--- config.mk ---
export PLATFORM = sky130hd
export DESIGN_NAME = pulse_pair_parity_deframer
export DESIGN_NICKNAME = d
export VERILOG_FILES = /design/src/hw/rtl/ppd_pkg.sv /design/src/hw/rtl/ppd_step.sv /design/src/hw/rtl/pulse_pair_parity_deframer.sv
export VERILOG_INCLUDE_DIRS = /design/src /design/src/hw/rtl
export SDC_FILE = /design/constraint.sdc
export NUM_CORES = 1
export LEC_CHECK = 0
export BUFFER_PORTS_ARGS = -buffer_cell sky130_fd_sc_hd__clkbuf_2
export CELL_PAD_IN_SITES_DETAIL_PLACEMENT = 1
export CELL_PAD_IN_SITES_GLOBAL_PLACEMENT = 1
export CORE_AREA = 2 2 111 113
export DETAILED_ROUTE_END_ITERATION = 12
export DIE_AREA = 0 0 113 115
export PLACE_DENSITY = 0.76
export SYNTH_ARGS = -nofsm -noshare
export SYNTH_HDL_FRONTEND = slang
export SYNTH_SLANG_ARGS = --single-unit
--- constraint.sdc ---
create_clock -name clk -period 2.84 [get_ports clk]
set_input_delay 0.426 -clock clk [delete_from_list [all_inputs] [get_ports clk]]
set_output_delay 0.426 -clock clk [all_outputs]
set_load 0.02 [all_outputs]
--- src/hw/rtl/pulse_pair_parity_deframer_defines.svh ---
// Assertion macros for the pulse pair parity deframer.
`ifndef PULSE_PAIR_PARITY_DEFRAMER_DEFINES_SVH
`define PULSE_PAIR_PARITY_DEFRAMER_DEFINES_SVH

`ifndef SYNTH
`define PPD_ASSERT_IMP(lbl, clk_i, rstn_i, ante, cons) \
  lbl: assert property (@(posedge clk_i) disable iff (!rstn_i) (ante) |-> (cons)) \
    else $error("assertion failed");
`define PPD_ASSERT_NXT(lbl, clk_i, rstn_i, ante, cons) \
  lbl: assert property (@(posedge clk_i) disable iff (!rstn_i) (ante) |=> (cons)) \
    else $error("assertion failed");
`else
`define PPD_ASSERT_IMP(lbl, clk_i, rstn_i, ante, cons)
`define PPD_ASSERT_NXT(lbl, clk_i, rstn_i, ante, cons)
`endif

`endif

--- src/hw/rtl/ppd_pkg.sv ---
// Shared types and constants of the pulse pair parity deframer.
`timescale 1ns / 1ps
package ppd_pkg;

  localparam logic [7:0] HIGH_OFFSET_RST = 8'd3;
  localparam logic [7:0] LOW_OFFSET_RST  = 8'd1;
  localparam logic [2:0] PAIRS_PER_BYTE  = 3'd4;
  localparam logic [7:0] SYM_PAR_EVEN    = 8'd2;
  localparam logic [7:0] SYM_PAR_ODD     = 8'd3;
  localparam logic [7:0] SYM_DATA_LIMIT  = 8'd2;
  localparam logic [7:0] BYTE_COUNT_MAX  = 8'hFF;

  localparam int unsigned CFG_AW = 3;
  localparam logic REG_HIGH_OFFSET = 1'b0;
  localparam logic REG_LOW_OFFSET  = 1'b1;

  typedef struct packed {
    logic [14:0] high_ticks;
    logic [14:0] low_ticks;
    logic        last_item;
  } ppd_in_t;

  typedef struct packed {
    logic       byte_ready;
    logic [7:0] data_byte;
    logic       corrupt_item;
    logic       any_error;
    logic [7:0] byte_count;
  } ppd_out_t;

  typedef struct packed {
    logic [7:0] shift_byte;
    logic [2:0] pair_index;
    logic       ones_parity;
    logic       error_seen;
    logic [7:0] bytes_done;
  } ppd_state_t;

endpackage

--- src/hw/rtl/ppd_step.sv ---
// Per-item symbol decode and deframer state update.
`timescale 1ns / 1ps
module ppd_step import ppd_pkg::*; (
  input  ppd_in_t    item,
  input  logic [7:0] high_offset,
  input  logic [7:0] low_offset,
  input  ppd_state_t st,
  output ppd_state_t st_nxt,
  output ppd_out_t   res
);

  logic [7:0] v0;
  logic [7:0] v1_raw;
  logic [7:0] v1;
  logic       parity_ok;
  logic       data_ok;
  ppd_state_t upd;

  assign v0     = item.high_ticks[7:0] - high_offset;
  assign v1_raw = item.low_ticks[7:0];
  assign v1     = (v1_raw != 8'd0) ? (v1_raw - low_offset) : 8'd0;

  assign parity_ok = ((v0 == SYM_PAR_EVEN) || (v0 == SYM_PAR_ODD)) && (v1 == 8'd0) &&
                     (st.pair_index == PAIRS_PER_BYTE) && (v0[0] == st.ones_parity);
  assign data_ok   = (v0 < SYM_DATA_LIMIT) && (v1 < SYM_DATA_LIMIT) &&
                     (st.pair_index < PAIRS_PER_BYTE);

  always_comb begin
    upd = st;
    res = '0;
    priority if (parity_ok) begin
      res.byte_ready  = 1'b1;
      res.data_byte   = st.shift_byte;
      if (st.bytes_done != BYTE_COUNT_MAX) begin
        upd.bytes_done = st.bytes_done + 8'd1;
      end
      upd.shift_byte  = '0;
      upd.pair_index  = '0;
      upd.ones_parity = 1'b0;
    end else if (data_ok) begin
      upd.shift_byte  = {st.shift_byte[5:0], v0[0], v1[0]};
      upd.ones_parity = st.ones_parity ^ v0[0] ^ v1[0];
      upd.pair_index  = st.pair_index + 3'd1;
    end else begin
      res.corrupt_item = 1'b1;
      upd.shift_byte   = '0;
      upd.pair_index   = '0;
      upd.ones_parity  = 1'b0;
      upd.error_seen   = 1'b1;
    end
    res.any_error  = upd.error_seen;
    res.byte_count = upd.bytes_done;
    st_nxt = item.last_item ? '0 : upd;
  end

endmodule

--- src/hw/rtl/pulse_pair_parity_deframer.sv ---
// Path: an accepted item is held in the input register, then its result in the result register.
// Throughput: one item per cycle while out_ready is high; a full result register is refilled in the cycle it is taken.
// Decode and state update sit between the input register and the result register.
// Reset (rst_n low, synchronous) empties both stages, clears decode state and
// sets high_offset to 3 and low_offset to 1.
`timescale 1ns / 1ps
module pulse_pair_parity_deframer import ppd_pkg::*; (
  input  logic              clk,
  input  logic              rst_n,
  input  logic              in_valid,
  output logic              in_ready,
  input  ppd_in_t           in_data,
  output logic              out_valid,
  input  logic              out_ready,
  output ppd_out_t          out_data,
  input  logic              psel,
  input  logic              penable,
  input  logic              pwrite,
  input  logic [CFG_AW-1:0] paddr,
  input  logic [31:0]       pwdata,
  output logic [31:0]       prdata,
  output logic              pready
);

`include "pulse_pair_parity_deframer_defines.svh"

  logic [7:0] high_offset_r, high_offset_nxt;
  logic [7:0] low_offset_r, low_offset_nxt;
  logic       cfg_wr;

  logic       s1_valid_r, s1_valid_nxt;
  ppd_in_t    s1_data_r;
  logic       s1_fire;
  logic       adv;

  ppd_state_t st_r, st_nxt, st_upd;
  ppd_out_t   res;
  logic       out_valid_r, out_valid_nxt;
  ppd_out_t   out_data_r;

  // config port
  assign pready = 1'b1;
  assign cfg_wr = psel && penable && pwrite;

  always_comb begin
    high_offset_nxt = high_offset_r;
    low_offset_nxt  = low_offset_r;
    if (cfg_wr) begin
      unique case (paddr[2])
        REG_HIGH_OFFSET: high_offset_nxt = pwdata[7:0];
        REG_LOW_OFFSET:  low_offset_nxt  = pwdata[7:0];
        default: ;
      endcase
    end
  end

  always_comb begin
    unique case (paddr[2])
      REG_HIGH_OFFSET: prdata = {24'd0, high_offset_r};
      REG_LOW_OFFSET:  prdata = {24'd0, low_offset_r};
      default:         prdata = '0;
    endcase
  end

  // pipeline control
  assign adv      = !out_valid_r || out_ready;
  assign s1_fire  = s1_valid_r && adv;
  assign in_ready = !s1_valid_r || adv;

  assign s1_valid_nxt  = (in_valid && in_ready) ? 1'b1 : (s1_fire ? 1'b0 : s1_valid_r);
  assign out_valid_nxt = s1_fire ? 1'b1 : (out_ready ? 1'b0 : out_valid_r);

  ppd_step u_step (
    .item        (s1_data_r),
    .high_offset (high_offset_r),
    .low_offset  (low_offset_r),
    .st          (st_r),
    .st_nxt      (st_upd),
    .res         (res)
  );

  assign st_nxt = s1_fire ? st_upd : st_r;

  always_ff @(posedge clk) begin
    if (!rst_n) begin
      high_offset_r <= HIGH_OFFSET_RST;
      low_offset_r  <= LOW_OFFSET_RST;
      s1_valid_r    <= 1'b0;
      out_valid_r   <= 1'b0;
      st_r          <= '0;
    end else begin
      high_offset_r <= high_offset_nxt;
      low_offset_r  <= low_offset_nxt;
      s1_valid_r    <= s1_valid_nxt;
      out_valid_r   <= out_valid_nxt;
      st_r          <= st_nxt;
    end
  end

  always_ff @(posedge clk) begin
    if (in_valid && in_ready) begin
      s1_data_r <= in_data;
    end
    if (s1_fire) begin
      out_data_r <= res;
    end
  end

  assign out_valid = out_valid_r;
  assign out_data  = out_data_r;

  `PPD_ASSERT_IMP(a_pair_range, clk, rst_n, 1'b1, st_r.pair_index <= PAIRS_PER_BYTE)
  `PPD_ASSERT_IMP(a_corrupt_sticky, clk, rst_n, out_valid_r && out_data_r.corrupt_item,
                  out_data_r.any_error && !out_data_r.byte_ready)
  `PPD_ASSERT_NXT(a_last_clears, clk, rst_n, s1_fire && s1_data_r.last_item, st_r == '0)
  `PPD_ASSERT_IMP(a_empty_takes, clk, rst_n, !out_valid_r, in_ready)

endmodule
---- Word-level counts from Yosys, hierarchy flattened ----
Index checks and enable logic that the tools add are counted.
cells by class
  add/subtract/negate cells ............... 4
  order comparisons ....................... 3
  eq/ne operators ......................... 5
  mux-type cells .......................... 15
  bitwise gates (word level) .............. 3
  reduce and logical (&&, ||, !) cells .... 20
operators with widths
  operator                                                     count
  case mux 32 bit (2 select lines)                             1
  two-way mux 12 bit                                           2
  two-way mux 8 bit                                            3
  two-way mux 21 bit                                           1
  == test 8 x 2 -> 1 bit (second input constant)               2
  less-than comparator 8 x 2 -> 1 bit (second input constant)  2
  subtractor 8 bit                                             2
  logical AND 1 bit                                            9
  two-way mux 9 bit                                            1
  adder 8 x 1 -> 8 bit (second input constant)                 1
  zero test 8 bit                                              1
  inequality test 8 bit (second input constant)                1
  nonzero test 8 bit                                           1
  two-way mux 1 bit                                            7
  AND reduction 2 bit                                          2
  nonzero test 2 bit                                           2
  adder 3 x 1 -> 3 bit (second input constant)                 1
  == test 3 bit (second input constant)                        1
  logical OR 1 bit                                             3
  less-than comparator 3 bit (second input constant)           1
  zero test 1 bit                                              2
  XOR 1 bit                                                    2
  == test 1 bit                                                1
  NOT 1 bit                                                    1
word-level totals
  flip-flop bits (word level) ............. 75
  output and inout port bits .............. 54
  logic and storage cells ................. 67

---- Logic depth before layout (Yosys ltp) ----
  word-level depth ........................ 8
  depth in mapped cells ................... 13

---- Cells and area by module ----
Synthesis repeated with hierarchy kept, for this count alone.
second synthesis, totals
  cell total of the unflattened synthesis .. 463
  area total of the unflattened synthesis .. 4880.9 sq um
modules (own cells, without submodules)
  module                      instances  cells each  area each (sq um)  seq. area each (sq um)
  pulse_pair_parity_deframer  1          248         3359.5             2282.2
  ppd_step                    1          215         1521.5             0.0

---- Worst setup path after synthesis ----
No wires, ideal clock.
  kind .................................... reg2reg
  from .................................... register s1_data_r[1] in the netlist's numbering
  to ...................................... register out_data_r, in the netlist out_data[6], data pin
  arrival ................................. 2.811 ns
  data required time ...................... 2.578 ns
  path slack .............................. -0.234 ns
  cell stages (with the launch flop) ...... 13
  buffers on the path ..................... 0
  clock period less this slack ............ 3.074 ns
  cell sequence ........................... edfxtp_1 -> inv_1 -> ha_1 -> inv_1 -> fa_1 -> a21o_1 -> a2111oi_0 -> nor3_1 -> o311ai_2 -> nand4_4 -> nor4b_4 -> nand4_1 -> mux2_1
RTL lines
  element                 line                               text
  start, declared         pulse_pair_parity_deframer.sv:32   ppd_in_t s1_data_r;
  start signal, assigned  pulse_pair_parity_deframer.sv:102  s1_data_r <= in_data;
  end signal, assigned    pulse_pair_parity_deframer.sv:105  out_data_r <= res;
  end, declared           pulse_pair_parity_deframer.sv:39   ppd_out_t out_data_r;

==> flow_metrics.tcl <==
set metrics [dict create \
    outcome "complete, but fails checks" \
    violations "DRC, setup timing" \
    final.period_utilization_pct 105 \
    crit_path_cell_trace "inv_2, ha_4, inv_2, fa_2, a21o_1, a2111oi_2, nor3_1, o311ai_2, nand4_4, nor4b_4, nand4_1, mux2_4" \
    net-switching-power_mw 0.672 \
    hold_buffers 0 \
    holdPathStages 1 \
    flow.area_growth_from_synthesis_pct 27.7 \
    drtIter0Drc 79 \
    cp_common_cell "inv_2" \
    vias_in_the_first_global_route 3390 \
    startpoint_of_the_lowest_slack_hold_path "in_data[5]" \
    die_height_um 115 \
    synth_warnings 0 \
    fmaxAchievable_ghz 0.336 \
    layout.cells.most_common "clkbuf_2" \
    holdCritPathClass "primary input to register" \
    grt_max_degree 21 \
    power_frac_comb_pct 12.2 \
    reg2reg_setup_slack_ns -0.13 \
    synth_top_area_share_pct 26.8 \
    slew_violations 0 \
    postSynth.asyncResetShare_pct 0 \
    criticalPathCategory "register to register" \
    proportion_of_layout_cells_with_a_drive_suffix_above_1_pct 29.9 \
    detail_route.drc_violations 5 \
    layout_min_cycle_time_ns 2.97 \
    clkSinkCount 75 \
    finClkSkew_ns 0.00586 \
    worst_skew_pair_later_pin_latency_ns 0.33 \
    final_number_of_hold_violating_endpoints 0 \
    rr_worst_depth 12 \
    share_seq_of_total_power_pct 42.7 \
    timing.hold.worst_endpoint "s1_data_r[5]" \
    detail_route.wl_per_cell_um 15.7 \
    worstSetupStartpointType "register" \
    n_antenna_cell 0 \
    rsz0062_at_grt "true" \
    postSynth.topFlopCell "dfxtp_1" \
    cts_root_buffer "clkbuf_16" \
    syn-instance-count 423 \
    highest_delay_cell_along_the_critical_path "edfxtp_1" \
    p_clk_share_pct 45.1 \
    cts_htree_levels 3 \
    setup-violations-final 21 \
    synth_largest_area_cell "edfxtp_1" \
    grt_antenna_before_repair 0 \
    total_cts_buffers 9 \
    finalWirelength_mm 10.4 \
    setup_ws_ns -0.134 \
    worst_r2r_startpoint "s1_data_r[1]" \
    dieArea_sq_mm 0.0130 \
    cp-end-kind "register" \
    start_util_pct 34.2 \
    io_buffer_count 61 \
    worst-slew-pin-transition_ns 0.734 \
    nets 603 \
    dr.pass1.iters 8 \
    final_cell_mix "clkbuf_2, nand2_1, dfxtp_1" \
    ys_types 50 \
    p_sw_share_pct 24.2 \
    critical_path.max_stage_delay_ns 0.41 \
    grt_pass1_wl_mm 16.4 \
    ctsLongestPathBuffers 2 \
    post_synth.cell_area_avg_sq_um 9.55 \
    row_count 40 \
    num_vias 3284 \
    fp.coreArea_sq_mm 0.0118 \
    setup_total_negative_slack_ns -0.799 \
    critical_path.max_fanout 3 \
    critical_path_required_ns 2.92 \
    pin_count 127 \
    gp_routability_congestion 0.849 \
    powerDensity_mw_per_mm2 539 \
    cell_internal_pwr_mw 2.11 \
    synth_edf_count 36 \
    clkTransAtPathRegs_ns 0.06 \
    vias_cell 4.96 \
    slew_headroom_pct 51.0 \
    fp.dieW_um 113 \
    post-dp-hpwl_mm 7.22 \
    synth_area_sq_mm 0.00404 \
    cts_tree "yes" \
    irDropWorstVdd_v 0.000305 \
    hold-worst-slack_ns 0.267 \
    r2r-end "out_data[6]" \
    remaining_antenna_violation_count 0 \
    synth_area_leaders "edfxtp_1, dfxtp_1, ha_1, nand2_1, buf_4" \
    static-leakage-power_nw 2.10 \
    grtUsageTotal_pct 16.2 \
    drv_cap 0 \
    globalRoute.totalOverflow 0 \
    postSynthRegisterBits 75 \
    synth-seq-area-share_pct 46.1 \
    cp_data_arrival_time_ns 3.05 \
]
[kinds of logic after synthesis]
family,after synthesis,synth area share [%]
flops,75,46.1
mux,7,1.89
fa+ha+maj,20,6.57
xor+xnor,16,3.47
simple gates,158,20.8
other cells,2,0.186
buf+inv,69,8.89
compound gates,76,12.1
[flip-flops by register name (all words and copies together), names as in the netlist]
signal         cells
high_offset_r      8
low_offset_r       8
out_data          19
out_valid          1
s1_data_r         17
s1_valid_r         1
st_r              21
[worst max-delay path: cells and delay by family (launching register included)]
| kind | cells | cell delay, ns |
|---|---|---|
| AND/OR/NAND/NOR | 4 | 0.73 |
| AO/OA/AOI/OAI | 3 | 0.65 |
| adder cells (fa/ha/maj) | 2 | 0.47 |
| flip-flops | 1 | 0.41 |
| multiplexers | 1 | 0.33 |
| buffers and inverters | 2 | 0.13 |
[power groups by stage]
| stage | clock [mW] | combinational [mW] | sequential, mW |
|---|---|---|---|
| floorplan | 0 | 0.226 | 1.22 |
| global placement | 0 | 0.309 | 1.21 |
| detailed placement | 0 | 0.320 | 1.21 |
| CTS | 1.28 | 0.337 | 1.19 |
| global route | 1.32 | 0.370 | 1.19 |
| finish | 1.26 | 0.338 | 1.19 |
[cells in the mapped netlist, types with 13 or more instances]
library cell and instances:
edfxtp_1 36, nor2_1 29, a21oi_1 23, inv_1 28, clkbuf_1 13, nand2_1 55, nand3_1 14, buf_4 26
dfxtp_1 39, ha_1 18, o21ai_0 13
[routing by layer]
layer | part of all wire (%) | track usage, %
met1 | 41 | 18.1
met2 | 53 | 30.6
met3 | 3.9 | 2.90
met4 | 2.1 | 6.26
met5 | 0 | 0
[per-stage QoR]
step | utilization, % | std cells | total power [mW] | area [sq um] | setup slack [ns]
2_1_floorplan | - | 446 | 1.45 | 4130 | -0.0525
3_3_place_gp | 38.5 | 636 | 1.52 | 4540 | -0.101
3_5_place_dp | 38.5 | 636 | 1.53 | 4540 | -0.184
4_1_cts | 42.9 | 662 | 2.81 | 5060 | -0.150
5_1_grt | 43.7 | 662 | 2.89 | 5160 | -0.248
6_report | 43.7 | 662 | 2.78 | 5160 | -0.134
[worst max-delay path by stage]
stage | start | end | slack, ns | cells past startpoint
floorplan | s1_data_r[1] | out_data[6] | -0.05 | 12
global placement | s1_data_r[1] | st_r[6] | -0.10 | 13
detailed placement | s1_data_r[1] | st_r[6] | -0.18 | 13
CTS | s1_data_r[1] | out_data[6] | -0.15 | 12
global route | s1_data_r[1] | out_data[6] | -0.25 | 12
finish | s1_data_r[1] | out_data[6] | -0.13 | 12
[final cells by class]
class,count,area (sq um)
Fill cell,1342,6660
Tap cell,147,184
Sequential cell,75,1860
Clock buffer,12,258
Clock inverter,4,72.6
Multi-Input combinational cell,302,2080
Timing Repair Buffer,94,598
Inverter,28,105
[repair_timing]
action,4_1_cts,5_1_grt
cloned,3,0
setup buffers,7,0
gates resized for setup,31,21
pin swaps,8,7
setup endpoints to repair,30,39
No activity file was read; power rests on OpenSTA's default activity.
